===== config.mk =====
export PLATFORM = sky130hd
export DESIGN_NAME = json_nesting_prescan
export DESIGN_NICKNAME = d
export VERILOG_FILES = /design/src/jnp_pkg.sv /design/src/jnp_scan.sv /design/src/json_nesting_prescan.sv
export SDC_FILE = /design/constraint.sdc
export NUM_CORES = 1
export LEC_CHECK = 0
export BUFFER_PORTS_ARGS = -buffer_cell sky130_fd_sc_hd__buf_2
export CAP_MARGIN = 5
export CORE_MARGIN = 2
export CORE_UTILIZATION = 55
export CTS_BUF_LIST = sky130_fd_sc_hd__clkbuf_2 sky130_fd_sc_hd__clkbuf_4 sky130_fd_sc_hd__clkbuf_8
export DETAILED_ROUTE_END_ITERATION = 10
export GPL_ROUTABILITY_DRIVEN = 0
export PLACE_DENSITY_LB_ADDON = 0.15
export REMOVE_ABC_BUFFERS = 1
export SLEW_MARGIN = 20
export SYNTH_ARGS = -nofsm -noshare
export SYNTH_HDL_FRONTEND = slang
export SYNTH_SLANG_ARGS = --single-unit

===== constraint.sdc =====
create_clock -name clock -period 6.11 [get_ports clock]
set_input_delay 0.3055 -clock clock [delete_from_list [all_inputs] [get_ports clock]]
set_output_delay 0.3055 -clock clock [all_outputs]
set_load 0.02 [all_outputs]

===== src/jnp_pkg.sv =====
// Package for the JSON nesting prescan: beat structs, status codes, byte codes.
// Used by jnp_scan and json_nesting_prescan.
`default_nettype none
package jnp_pkg;

   localparam int COUNT_WIDTH_DEF = 25;
   localparam int MAX_BYTES_W     = 24;
   localparam int DEPTH_W         = 6;
   localparam int ZRUN_W          = 3;

   localparam logic [MAX_BYTES_W-1:0] MAX_BYTES_RST = 24'd65536;
   localparam logic [DEPTH_W-1:0]     MAX_DEPTH_RST = 6'd20;

   localparam logic [7:0] CH_NUL    = 8'h00;
   localparam logic [7:0] CH_QUOTE  = 8'h22;
   localparam logic [7:0] CH_ZERO   = 8'h30;
   localparam logic [7:0] CH_LBRACK = 8'h5b;
   localparam logic [7:0] CH_BSLASH = 8'h5c;
   localparam logic [7:0] CH_RBRACK = 8'h5d;
   localparam logic [7:0] CH_U      = 8'h75;
   localparam logic [7:0] CH_LBRACE = 8'h7b;
   localparam logic [7:0] CH_RBRACE = 8'h7d;

   localparam logic [ZRUN_W-1:0] ZRUN_IDLE  = 3'd0;
   localparam logic [ZRUN_W-1:0] ZRUN_START = 3'd1;
   localparam logic [ZRUN_W-1:0] ZRUN_FULL  = 3'd4;

   typedef enum logic [0:0] {
      CSR_MAX_BYTES = 1'b0,
      CSR_MAX_DEPTH = 1'b1
   } csr_index_type;

   typedef enum logic [2:0] {
      ST_OK          = 3'd0,
      ST_TOO_LONG    = 3'd1,
      ST_NUL_BYTE    = 3'd2,
      ST_TOO_DEEP    = 3'd3,
      ST_UNMATCHED   = 3'd4,
      ST_ESCAPED_NUL = 3'd5
   } status_type;

   typedef struct packed {
      logic [7:0] text_byte;
      logic       last;
   } req_type;

   typedef struct packed {
      logic       accepted;
      status_type status;
   } rsp_type;

   typedef struct packed {
      logic [MAX_BYTES_W-1:0] max_bytes;
      logic [DEPTH_W-1:0]     max_depth;
   } cfg_type;

endpackage
`default_nettype wire


===== src/jnp_scan.sv =====
// Scanner state and per-byte update for the JSON nesting prescan.
// Depends on jnp_pkg.
`default_nettype none
module jnp_scan
   import jnp_pkg::*;
#(
   parameter int COUNT_WIDTH = COUNT_WIDTH_DEF
) (
   input  wire logic    clock,
   input  wire logic    reset,
   input  wire logic    step,
   input  wire req_type beat,
   input  wire cfg_type cfg,
   output rsp_type      verdict
);

   localparam int CMP_W = (COUNT_WIDTH > MAX_BYTES_W) ? COUNT_WIDTH : MAX_BYTES_W;
   localparam logic [COUNT_WIDTH-1:0] COUNT_MAX = {COUNT_WIDTH{1'b1}};

   logic                   in_string_ff, in_string_in;
   logic                   after_bs_ff, after_bs_in;
   logic [DEPTH_W-1:0]     nest_ff, nest_in;
   logic [ZRUN_W-1:0]      zrun_ff, zrun_in;
   logic [COUNT_WIDTH-1:0] count_ff, count_in;
   logic                   nul_ff, nul_in;
   status_type             err_ff, err_in;
   logic [DEPTH_W:0]       nest_up;
   logic                   too_long;

   always_comb begin
      in_string_in = in_string_ff;
      after_bs_in  = after_bs_ff;
      nest_in      = nest_ff;
      zrun_in      = zrun_ff;
      err_in       = err_ff;
      nest_up      = {1'b0, nest_ff} + {{DEPTH_W{1'b0}}, 1'b1};
      count_in     = (count_ff == COUNT_MAX) ? count_ff : count_ff + 1'b1;
      nul_in       = nul_ff | (beat.text_byte == CH_NUL);

      if (err_ff == ST_OK) begin
         if (zrun_ff != ZRUN_IDLE && beat.text_byte == CH_ZERO && zrun_ff >= ZRUN_FULL) begin
            err_in = ST_ESCAPED_NUL;
         end else begin
            if (zrun_ff != ZRUN_IDLE) begin
               zrun_in = (beat.text_byte == CH_ZERO) ? zrun_ff + 1'b1 : ZRUN_IDLE;
            end
            if (in_string_ff) begin
               if (after_bs_ff) begin
                  if (beat.text_byte == CH_U) zrun_in = ZRUN_START;
                  after_bs_in = 1'b0;
               end else if (beat.text_byte == CH_BSLASH) begin
                  after_bs_in = 1'b1;
               end else if (beat.text_byte == CH_QUOTE) begin
                  in_string_in = 1'b0;
               end
            end else if (beat.text_byte == CH_QUOTE) begin
               in_string_in = 1'b1;
            end else if (beat.text_byte == CH_LBRACE || beat.text_byte == CH_LBRACK) begin
               if (nest_up > {1'b0, cfg.max_depth}) err_in = ST_TOO_DEEP;
               else nest_in = nest_up[DEPTH_W-1:0];
            end else if (beat.text_byte == CH_RBRACE || beat.text_byte == CH_RBRACK) begin
               if (nest_ff == '0) err_in = ST_UNMATCHED;
               else nest_in = nest_ff - 1'b1;
            end
         end
      end

      too_long = CMP_W'(count_in) > CMP_W'(cfg.max_bytes);
      if (too_long) verdict.status = ST_TOO_LONG;
      else if (nul_in) verdict.status = ST_NUL_BYTE;
      else verdict.status = err_in;
      verdict.accepted = (verdict.status == ST_OK);
   end

   always_ff @(posedge clock) begin
      if (reset || (step && beat.last)) begin
         in_string_ff <= 1'b0;
         after_bs_ff  <= 1'b0;
         nest_ff      <= '0;
         zrun_ff      <= ZRUN_IDLE;
         count_ff     <= '0;
         nul_ff       <= 1'b0;
         err_ff       <= ST_OK;
      end else if (step) begin
         in_string_ff <= in_string_in;
         after_bs_ff  <= after_bs_in;
         nest_ff      <= nest_in;
         zrun_ff      <= zrun_in;
         count_ff     <= count_in;
         nul_ff       <= nul_in;
         err_ff       <= err_in;
      end
   end

endmodule
`default_nettype wire


===== src/json_nesting_prescan.sv =====
// Top level of the JSON nesting prescan: beat register, config registers, result register.
// Depends on jnp_pkg and jnp_scan.
//
// Streams one JSON text per sequence of beats, one byte a beat, and returns one verdict
// beat for the beat marked last: accepted plus a status code (too long, then NUL byte,
// then the first scan error among too deep, unmatched close and escaped NUL).
// Throughput is one byte per clock unless the scanner stalls; a taken byte is held in
// the beat register for the scanner, and a final byte's verdict is registered in the
// result register, which drives rsp and holds a verdict while the next text streams in;
// the scanner stalls only when a final byte meets a verdict not yet taken.
// Write csr registers (0 max_bytes, 1 max_depth) only between texts.
`default_nettype none
module json_nesting_prescan
   import jnp_pkg::*;
#(
   parameter int COUNT_WIDTH = COUNT_WIDTH_DEF
) (
   input  wire logic                   clock,
   input  wire logic                   reset,
   input  wire logic                   req_valid,
   output logic                        req_ready,
   input  wire req_type                req_beat,
   output logic                        rsp_valid,
   input  wire logic                   rsp_ready,
   output rsp_type                     rsp_beat,
   input  wire logic                   csr_valid,
   output logic                        csr_ready,
   input  wire csr_index_type          csr_index,
   input  wire logic [MAX_BYTES_W-1:0] csr_data
);

   logic    s0_valid_ff;
   req_type s0_beat_ff;
   logic    rsp_valid_ff;
   rsp_type rsp_beat_ff;
   cfg_type cfg_ff;
   rsp_type verdict;
   logic    out_free;
   logic    s0_fire;

   assign out_free  = !rsp_valid_ff || rsp_ready;
   assign s0_fire   = s0_valid_ff && (!s0_beat_ff.last || out_free);
   assign req_ready = !s0_valid_ff || s0_fire;
   assign csr_ready = 1'b1;
   assign rsp_valid = rsp_valid_ff;
   assign rsp_beat  = rsp_beat_ff;

   jnp_scan #(
      .COUNT_WIDTH(COUNT_WIDTH)
   ) u_scan (
      .clock   (clock),
      .reset   (reset),
      .step    (s0_fire),
      .beat    (s0_beat_ff),
      .cfg     (cfg_ff),
      .verdict (verdict)
   );

   always_ff @(posedge clock) begin
      if (reset) begin
         cfg_ff.max_bytes <= MAX_BYTES_RST;
         cfg_ff.max_depth <= MAX_DEPTH_RST;
      end else if (csr_valid) begin
         case (csr_index)
            CSR_MAX_BYTES: cfg_ff.max_bytes <= csr_data;
            CSR_MAX_DEPTH: cfg_ff.max_depth <= csr_data[DEPTH_W-1:0];
            default: ;
         endcase
      end
   end

   always_ff @(posedge clock) begin
      if (reset) begin
         s0_valid_ff <= 1'b0;
      end else if (req_ready) begin
         s0_valid_ff <= req_valid;
      end
      if (req_ready && req_valid) begin
         s0_beat_ff <= req_beat;
      end
   end

   always_ff @(posedge clock) begin
      if (reset) begin
         rsp_valid_ff <= 1'b0;
      end else if (s0_fire && s0_beat_ff.last) begin
         rsp_valid_ff <= 1'b1;
      end else if (rsp_ready) begin
         rsp_valid_ff <= 1'b0;
      end
      if (s0_fire && s0_beat_ff.last) begin
         rsp_beat_ff <= verdict;
      end
   end

endmodule
`default_nettype wire


==> results of run 1 <==
sequential cells by signal, indices dropped and copies added, names as in the netlist:
register,flops
cfg_ff,30
rsp_beat,4
rsp_valid,1
s0_beat_ff,9
s0_valid_ff,1
u_scan.after_bs_ff,1
u_scan.count_ff,25
u_scan.err_ff,3
u_scan.in_string_ff,1
u_scan.nest_ff,6
u_scan.nul_ff,1
u_scan.zrun_ff,3
final cells by class:
class | instances | area (um^2)
fillers | 801 | 3340
multi-input cells | 459 | 2910
well taps | 108 | 135
inverters | 38 | 143
repair buffers | 44 | 220
clock buffers | 10 | 138
clock inverters | 6 | 45.0
flip-flops and latches | 85 | 1830
synthesized netlist by cell type (7+ instances only):
library cell  count  share of area, %
nand2_1          92               6.9
dfxtp_1          72                29
nor2_1           66               5.0
a21oi_1          42               4.2
inv_1            38               2.9
ha_1             36               9.0
xnor2_1          29               5.1
xor2_1           22               3.9
clkbuf_1         21               1.6
nand3_1          19               1.9
nand4_1          17               2.1
nor3_1           14               1.4
and3_1           13               1.6
edfxtp_1         13               7.8
o21ai_0          12               1.2
and2_1            7              0.88
nor2b_1           7              0.88
stage by stage:
step                cell area (um^2)  utilization, %  power (mW)  setup WS (ns)  instances
floorplan                       4880               -       0.660           2.22        582
global placement                5240            59.8       0.694           1.95        734
detailed placement              5240            59.8       0.696           1.92        734
CTS                             5420            61.9        1.07           1.88        750
global route                    5420            61.9        1.10           1.52        750
finish                          5420            61.9        1.06           1.88        750
power by group:
group / switching, mW / internal, mW
Clock: 0.213 / 0.162
Combinational: 0.0539 / 0.0362
Sequential: 0.0106 / 0.582
Total: 0.278 / 0.780
kinds of logic (layout without fill, tap and decap cells):
kind of cell	count (synthesis)	count (layout)	share of synthesized area [%]
multiplexers	5	5	1.03
buffers and inverters	64	98	5.21
other	1	1	0.0750
adder cells (fa/ha/maj)	36	36	9.01
XOR/XNOR	51	51	8.93
AO/OA/AOI/OAI	96	96	12.9
flip-flops	85	85	36.6
AND/OR/NAND/NOR	270	270	26.2
layer usage:
metal / up-vias / routed length (um) / GRT usage [%]
met4: 0 / 123 / 6.01
met2: 82 / 5210 / 39.3
met1: 1979 / 4710 / 26.1
met3: 16 / 456 / 4.71
met5: - / 0 / 0
li1: 2160 / - / -
worst max-delay path by stage:
stage                                    start               endpoint  cells past startpoint
2_1_floorplan  u_scan.count_ff[0]$_SDFFE_PP0P_  rsp_beat[0]$_DFFE_PP_                     12
3_3_place_gp   u_scan.count_ff[0]$_SDFFE_PP0P_  rsp_beat[0]$_DFFE_PP_                     12
3_5_place_dp   u_scan.count_ff[0]$_SDFFE_PP0P_  rsp_beat[0]$_DFFE_PP_                     12
4_1_cts        u_scan.count_ff[0]$_SDFFE_PP0P_  rsp_beat[0]$_DFFE_PP_                     12
5_1_grt        u_scan.count_ff[0]$_SDFFE_PP0P_  rsp_beat[0]$_DFFE_PP_                     12
6_report       u_scan.count_ff[0]$_SDFFE_PP0P_  rsp_beat[0]$_DFFE_PP_                     12
==> Flow_metrics.wiki, run 1 <==
{| class="wikitable"
! Metric !! Value
|-
| Skew-Pair Late Insertion Delay || 0.36 ns
|-
| Peak ir drop on the vdd network || 0.154 mV
|-
| Clock tree from TritonCTS || yes
|-
| Unrepaired setup endpoints after global routing || no
|-
| Setup tns final || 0 ns
|-
| Result of the run || complete, no violations
|-
| Count of vias placed by the detailed router || 4,237
|-
| Final setup violation count || 0
|-
| Dominant register cell in the synthesized netlist || dfxtp_1
|-
| Critical path fanouts, max || 10
|-
| Top library cells by usage in the layout, fill and taps aside || nand2_1 (92), dfxtp_1 (72), nor2_1 (66)
|-
| Reg-to-reg setup timing slack || 1.88 ns
|-
| Largest delay share family, worst path || simple AND/OR/NAND/NOR gates
|-
| Number of pins with negative max-slew slack in the final report || 0
|-
| Min-delay worst type || input pin to flop
|-
| Rel. slew slack || 34.9%
|-
| Number of hold violations in the final report || 0
|-
| Layout Skew || 0.0105 ns
|-
| HPWL after detailed placement || 7900 um
|-
| Max cap viols || 0
|-
| Die H || 99.3 um
|-
| Total inserted antenna cells || 0
|-
| Register clock-pin slew on the reported worst setup and hold paths || 0.09 ns
|-
| Portion of the clock cycle consumed by the worst path in the final layout || 69.2%
|-
| EDFF count, synth || 13
|-
| Initial antenna violation count || 0
|-
| Clock root cell || clkbuf_8
|-
| Count of state elements after synthesis || 85
|-
| Number of buffers inserted by post-CTS setup repair || 0
|-
| Most frequent standard cell in the layout excluding fill and tap cells || nand2_1
|-
| Crit path capture type || flop
|-
| Portion of the post-synthesis area used by sequential elements || 36.6%
|-
| Count of buffer and inverter cells on the critical path || 0
|-
| YS warnings || 0
|-
| Cells along the critical path || ha_1 -> nand3_2 -> or4_1 -> nor2_2 -> mux2_2 -> ha_1 -> nor2b_1 -> o21a_1 -> a2111oi_0 -> o221ai_1 -> o21a_1 -> a211o_1
|-
| Net count, final || 712
|-
| Startpoint of the worst-slack reg-to-reg timing path || u_scan.count_ff[0]$_SDFFE_PP0P_
|-
| Kind of start point of the critical path || flop
|-
| Terminus of the critical flop-to-flop path || rsp_beat[0]$_DFFE_PP_
|-
| Overall routed net length || 10,500 um
|-
| Level count of the clock H-tree || 3
|-
| Std cell rows || 34
|-
| Cell variety after synth || 59
|-
| Initial standard-cell utilization of the core || 57.1%
|-
| Maximum number of pins on one net before global-route repair || 38
|-
| Final Hold Slack || 0.114 ns
|-
| CP required || 6.23 ns
|-
| Area of the core || 8760 um^2
|-
| DR DRC count || 0
|-
| Reg2Reg Depth || 12
|-
| Post-DR vias/cell || 5.65
|-
| Number of I/O pins || 46
|-
| Highest cell delay on the worst timing path || 0.75 ns
|-
| Avg WL per Cell || 14.0 um
|-
| Worst-case hold path end point || s0_beat_ff[6]$_DFFE_PP_
|-
| Die Outline Area || 9870 um^2
|-
| Share of layout cells above drive strength 1 || 11.4%
|-
| Number of design-rule violations left by the first detailed-router iteration || 112
|-
| Start-to-end type of the worst setup path || flop to flop
|-
| Crit path DAT || 4.35 ns
|-
| Total routing resource utilization after global routing || 21.8%
|-
| CTS Hold Bufs || 0
|-
| Grt total ovfl || 0
|-
| Cell area after synthesis || 5000 um^2
|-
| Crit path time final || 4.23 ns
|-
| CTS Buffer Depth || 2
|-
| Start point of the worst min-delay path || req_beat[6]
|-
| Wire length of the first global-routing pass || 17,500 um
|-
| Cell with the largest stage delay on the worst path || or4_1
|-
| Vias in the first global route || 3,980
|-
| Pleak || 2.25 nW
|-
| P&R area growth vs syn || 8.46%
|-
| TritonCTS Buffers || 9
|-
| Count of clock tree sinks || 85
|-
| Count of input and output buffers || 44
|-
| Post-synthesis async set-or-reset flop share || 0%
|-
| Count of instances resized after the clock tree is built || 0
|-
| Remaining antenna violation count || 0
|-
| First drt pass iteration count || 4
|-
| Horizontal die dimension || 99.3 um
|-
| Synth Area per Inst || 8.22 um^2
|-
| Actual transition at the worst max-transition pin || 0.972 ns
|-
| Number of standard cells after synthesis || 608
|-
| Number of cells on the worst hold path || 1
|-
| Upper clock frequency limit || 236 MHz
|-
| Power density normalized to cell area || 195 nW/um^2
|}
No activity file was read; power rests on OpenSTA's default activity.
==> run 2, diff against run 1 <==
clock period = 3.4 ns   (was 6.11 ns; I/O delays follow)
==> Flow_metrics.wiki, run 2 (synthesis results as in run 1) <==
{| class="wikitable"
! Metric !! Value
|-
| CTS Buffer Depth || 2
|-
| Number of design-rule violations left by the first detailed-router iteration || 210
|-
| TritonCTS Buffers || 9
|-
| Kind of start point of the critical path || flop
|-
| Share of layout cells above drive strength 1 || 22.4%
|-
| Result of the run || complete, but fails checks
|-
| Crit path time final || 3.50 ns
|-
| Core occupancy in the finished layout || 69.7%
|-
| Max FFs per register || 30
|-
| Post-place setup slack || -0.477 ns
|-
| Total routing resource utilization after global routing || 24.5%
|-
| Register clock-pin slew on the reported worst setup and hold paths || 0.09 ns
|-
| Grt total ovfl || 0
|-
| Crit path capture type || flop
|-
| Overall routed net length || 11,900 um
|-
| Initial antenna violation count || 0
|-
| Level count of the clock H-tree || 3
|-
| Portion of the clock cycle consumed by the worst path in the final layout || 103%
|-
| Die H || 99.3 um
|-
| Clock tree from TritonCTS || yes
|-
| Die Outline Area || 9870 um^2
|-
| Skew-Pair Late Insertion Delay || 0.35 ns
|-
| Final setup violation count || 1
|-
| Fillcell total || 727
|-
| Crit path DAT || 3.61 ns
|-
| Area of the core || 8760 um^2
|-
| Power density normalized to cell area || 327 nW/um^2
|-
| Wire length of the first global-routing pass || 19,800 um
|-
| Post-DR vias/cell || 5.51
|-
| Min-delay worst type || input pin to flop
|-
| Number of pins with negative max-slew slack in the final report || 0
|-
| Number of I/O pins || 46
|-
| Std cell rows || 34
|-
| Initial standard-cell utilization of the core || 57.1%
|-
| Clock root cell || clkbuf_8
|-
| P&R area growth vs syn || 22.2%
|-
| First drt pass iteration count || 4
|-
| DR DRC count || 0
|-
| Max cap viols || 0
|-
| Rel. slew slack || 35.4%
|-
| Unrepaired setup endpoints after global routing || yes
|-
| Horizontal die dimension || 99.3 um
|-
| Actual transition at the worst max-transition pin || 0.964 ns
|-
| Upper clock frequency limit || 286 MHz
|-
| Count of vias placed by the detailed router || 4,520
|-
| Total inserted antenna cells || 0
|-
| HPWL after detailed placement || 8640 um
|-
| Setup tns final || -0.0959 ns
|-
| Most frequent standard cell in the layout excluding fill and tap cells || nand2_1
|-
| Remaining antenna violation count || 0
|-
| Start-to-end type of the worst setup path || flop to flop
|-
| Vias in the first global route || 4,427
|-
| Pleak || 2.61 nW
|-
| Maximum number of pins on one net before global-route repair || 38
|-
| Net count, final || 783
|-
| CP required || 3.51 ns
|-
| Count of clock tree sinks || 85
|-
| Critical path fanouts, max || 4
|-
| Peak ir drop on the vdd network || 0.210 mV
|-
| Number of hold violations in the final report || 0
|-
| Layout Skew || 0.0126 ns
|-
| Top register by number of flip-flops || cfg_ff
|-
| Avg WL per Cell || 14.5 um
|-
| Final worst slack || -0.0959 ns
|-
| Count of input and output buffers || 44
|-
| Top library cells by usage in the layout, fill and taps aside || nand2_1 (92), dfxtp_1 (67), nor2_1 (61)
|-
| Top Registers || cfg_ff x30, u_scan.count_ff x25, s0_beat_ff x9
|-
| Violations in the final reports || negative setup slack
|}
==> run 2: worst max-delay path, stage by stage, from the launching register on <==
cell,delay [ns]
dfxtp_2,0.34
nand4_1,0.17
or4_4,0.57
nor2_4,0.12
mux2_2,0.35
ha_1,0.29
nor2b_1,0.15
o21a_1,0.19
a2111oi_2,0.26
buf_4,0.17
o221ai_1,0.11
o21a_2,0.26
a211o_1,0.27
==> run 2: routing by layer <==
metal / share of wire, % / vias up / GRT usage, %
met1: 44 / 2081 / 30.0
met5: 0 / - / 0
met2: 49 / 114 / 43.1
met3: 3.9 / 30 / 3.44
li1: - / 2295 / -
met4: 2.9 / 0 / 9.91
==> run 2: path summary, 6_finish.rpt <==
check / slack, ns / start / cells past startpoint / endpoint
setup reg to reg: -0.1 / u_scan.count_ff[8]$_SDFFE_PP0P_ / 12 / rsp_beat[0]$_DFFE_PP_
setup / recovery: -0.1 / u_scan.count_ff[8]$_SDFFE_PP0P_ / 12 / rsp_beat[0]$_DFFE_PP_
hold reg to reg: 0.46 / cfg_ff[25]$_SDFFE_PP0P_ / 2 / cfg_ff[25]$_SDFFE_PP0P_
hold / removal: 0.02 / csr_data[16] / 2 / cfg_ff[22]$_SDFFE_PP1P_
==> run 2: area by class of cell <==
| class | instances | area (um^2) | area share (%) |
|---|---|---|---|
| Tap cell | 108 | 135 | 2.21 |
| Multi-Input combinational cell | 459 | 3000 | 49.1 |
| Sequential cell | 85 | 1840 | 30.1 |
| Clock buffer | 10 | 131 | 2.15 |
| Clock inverter | 6 | 70.1 | 1.15 |
| Timing Repair Buffer | 115 | 795 | 13.0 |
| Inverter | 38 | 143 | 2.33 |
==> run 2: timing repair <==
item / CTS / global route
hold buffers: 9 / 0
setup buffers: 8 / 3
pin swaps: 15 / 5
endpoints found under the setup margin: 4 / 4
gates resized for setup: 21 / 13
hold endpoints to repair: 9 / 0
==> run 2: report_power, final <==
part / switching [mW] / internal, mW
clock: 0.378 / 0.353
sequential: 0.0187 / 1.05
combinational: 0.114 / 0.0889
==> run 2: metrics by stage <==
step	hold WS (ns)	instance area, um^2	total power [mW]	instances
floorplan	0.239	4880	1.19	582
global placement	0.346	5620	1.26	785
detailed placement	0.348	5620	1.27	785
CTS	0.0128	6040	2.01	818
global route	0.0121	6110	2.09	821
finish	0.0205	6110	2.00	821
==> run 3, diff against run 2 <==
PLACE_DENSITY = 0.78   (was not set)
PLACE_DENSITY_LB_ADDON = not set   (was 0.15)
SLEW_MARGIN = 40   (was 20)
==> Flow_metrics.wiki, run 3 (synthesis results as in run 1) <==
{| class="wikitable"
! Metric !! Value
|-
| Result of the run || complete, but fails checks
|-
| Violations in the final reports || negative setup slack
|-
| Design area || 6060 um^2
|-
| Combined area of the multi-input logic cells || 3040 um^2
|-
| Register clock-pin slew on the reported worst setup and hold paths || 0.09 ns
|-
| Share of layout cells above drive strength 1 || 21.1%
|-
| Reg2Reg Depth || 16
|-
| Combined flip-flop and latch cell area || 1830 um^2
|-
| Maximum number of pins on one net before global-route repair || 38
|-
| Highest cell delay on the worst timing path || 0.57 ns
|-
| Number of hold violations in the final report || 0
|-
| Initial standard-cell utilization of the core || 57.1%
|-
| Pleak || 2.58 nW
|-
| HPWL after detailed placement || 9100 um
|-
| Top library cells by usage in the layout, fill and taps aside || nand2_1 (92), dfxtp_1 (70), nor2_1 (61)
|-
| Crit path DAT || 3.65 ns
|-
| Std cell rows || 34
|-
| Layer with the highest usage || met2
|-
| P&R area growth vs syn || 21.2%
|-
| Total inserted antenna cells || 0
|-
| Initial antenna violation count || 0
|-
| Core occupancy in the finished layout || 69.2%
|-
| Grt total ovfl || 0
|-
| Die H || 99.3 um
|-
| Upper clock frequency limit || 283 MHz
|-
| Wire length of the first global-routing pass || 21,100 um
|-
| Setup tns final || -0.494 ns
|-
| Number of I/O pins || 46
|-
| Count of clock tree sinks || 85
|-
| Post-DR vias/cell || 5.78
|-
| Final worst slack || -0.136 ns
|-
| Start-to-end type of the worst setup path || flop to flop
|-
| CP required || 3.51 ns
|-
| Number of cells on the worst hold path || 2
|-
| Remaining antenna violation count || 0
|-
| Combinational fraction of design power || 10.5%
|-
| Overall routed net length || 12,800 um
|-
| Most frequent standard cell in the layout excluding fill and tap cells || nand2_1
|-
| Number of pins with negative max-slew slack in the final report || 0
|-
| DR DRC count || 0
|-
| Final instance count without filler cells || 813
|-
| TritonCTS Buffers || 9
|-
| Clock tree from TritonCTS || yes
|-
| Final Hold Slack || 0.0310 ns
|-
| Top Registers || cfg_ff x30, u_scan.count_ff x25, s0_beat_ff x9
|-
| Rel. slew slack || 47.6%
|-
| Skew-Pair Late Insertion Delay || 0.36 ns
|-
| Portion of the clock cycle consumed by the worst path in the final layout || 104%
|-
| Cell with the largest stage delay on the worst path || or4_4
|-
| Clock share of power || 34.6%
|-
| Unrepaired setup endpoints after global routing || yes
|-
| Dpl cells || 779
|-
| Count of vias placed by the detailed router || 4,701
|-
| Total routing resource utilization after global routing || 26.5%
|-
| Clock root cell || clkbuf_8
|-
| GR Layer Usage met2 || 47.1%
|-
| Net switching fraction of the power || 27.2%
|-
| Peak ir drop on the vdd network || 0.244 mV
|-
| Number of design-rule violations left by the first detailed-router iteration || 247
|-
| Vias in the first global route || 4,572
|-
| Avg WL per Cell || 15.7 um
|-
| Met1 Usage GRT || 32.4%
|-
| Max FFs per register || 30
|-
| Final setup violation count || 4
|-
| Crit path capture type || flop
|-
| First drt pass iteration count || 6
|-
| Cell area after placement || 5580 um^2
|-
| Internal Dissipation || 1.41 mW
|-
| Count of input and output buffers || 44
|-
| Top register by number of flip-flops || cfg_ff
|-
| Die Outline Area || 9870 um^2
|-
| Kind of start point of the critical path || flop
|-
| Power density normalized to cell area || 320 nW/um^2
|-
| Actual transition at the worst max-transition pin || 0.786 ns
|-
| Area of the core || 8760 um^2
|-
| CTS Buffer Depth || 2
|-
| Library cell appearing most often on the critical path || buf_6
|-
| Fillcell total || 674
|-
| Crit path time final || 3.54 ns
|-
| Critical path fanouts, max || 4
|-
| Min-delay worst type || input pin to flop
|-
| Met3 Track Usage GR || 4.36%
|-
| Cells along the critical path || ha_4 -> nand3_2 -> or4_4 -> buf_6 -> o311ai_4 -> buf_6 -> buf_4 -> nor2_1 -> xor2_1 -> ha_1 -> a21oi_2 -> nor2_2 -> a211oi_2 -> o221ai_1 -> o21a_1 -> a211o_1
|-
| Net count, final || 775
|-
| Horizontal die dimension || 99.3 um
|-
| Power dissipated by switching net loads || 0.528 mW
|-
| Max cap viols || 0
|-
| Level count of the clock H-tree || 3
|-
| Layout Skew || 0.00773 ns
|-
| Sequential share of power || 54.9%
|}
==> run 3: cell type report <==
cell class | instances | share of cell area, %
multi-input cells | 459 | 50.1
flip-flops and latches | 85 | 30.3
repair buffers | 107 | 12.1
inverters | 38 | 2.35
well taps | 108 | 2.23
clock buffers | 10 | 2.17
clock inverters | 6 | 0.764
==> run 3: stage by stage <==
| stage | total power [mW] | setup slack, ns |
|---|---|---|
| global route | 2.02 | -0.217 |
| detailed placement | 1.26 | -0.437 |
| floorplan | 1.19 | -0.489 |
| finish | 1.94 | -0.136 |
| global placement | 1.25 | -0.320 |
| CTS | 1.95 | -0.0523 |
==> run 3: timing repair <==
item	in CTS	in global routing
endpoints found under the setup margin	4	4
pin swaps	21	5
buffers inserted	6	3
gates resized for setup	25	9
hold buffers	9	0
hold endpoints to repair	9	0
==> run 3: path summary, 6_finish.rpt <==
kind / start / end / slack (ns)
max: u_scan.count_ff[1]$_SDFFE_PP0P_ / rsp_beat[0]$_DFFE_PP_ / -0.14
min: csr_data[16] / cfg_ff[22]$_SDFFE_PP1P_ / 0.03
max reg2reg: u_scan.count_ff[1]$_SDFFE_PP0P_ / rsp_beat[0]$_DFFE_PP_ / -0.14
min reg2reg: cfg_ff[19]$_SDFFE_PP0P_ / cfg_ff[19]$_SDFFE_PP0P_ / 0.46
==> run 3: routing by layer <==
metal / routed length [um] / part of all wire (%)
met3: 813 / 6.4
met1: 5150 / 40
met2: 6500 / 51
met5: 0 / 0
met4: 312 / 2.4
==> run 3: worst max-delay path: cells and delay by family, from the launching register on <==
family	cells	cell delay (ns)
fa+ha+maj	2	0.33
xor+xnor	1	0.14
flops	1	0.36
simple gates	4	0.76
buf+inv	3	0.43
compound gates	6	1.27
==> run 3: power groups by stage <==
stage / combinational, mW / clock, mW / sequential, mW
floorplan: 0.101 / 0 / 1.09
global placement: 0.168 / 0 / 1.09
detailed placement: 0.176 / 0 / 1.09
CTS: 0.196 / 0.684 / 1.07
global route: 0.226 / 0.720 / 1.07
finish: 0.204 / 0.671 / 1.07
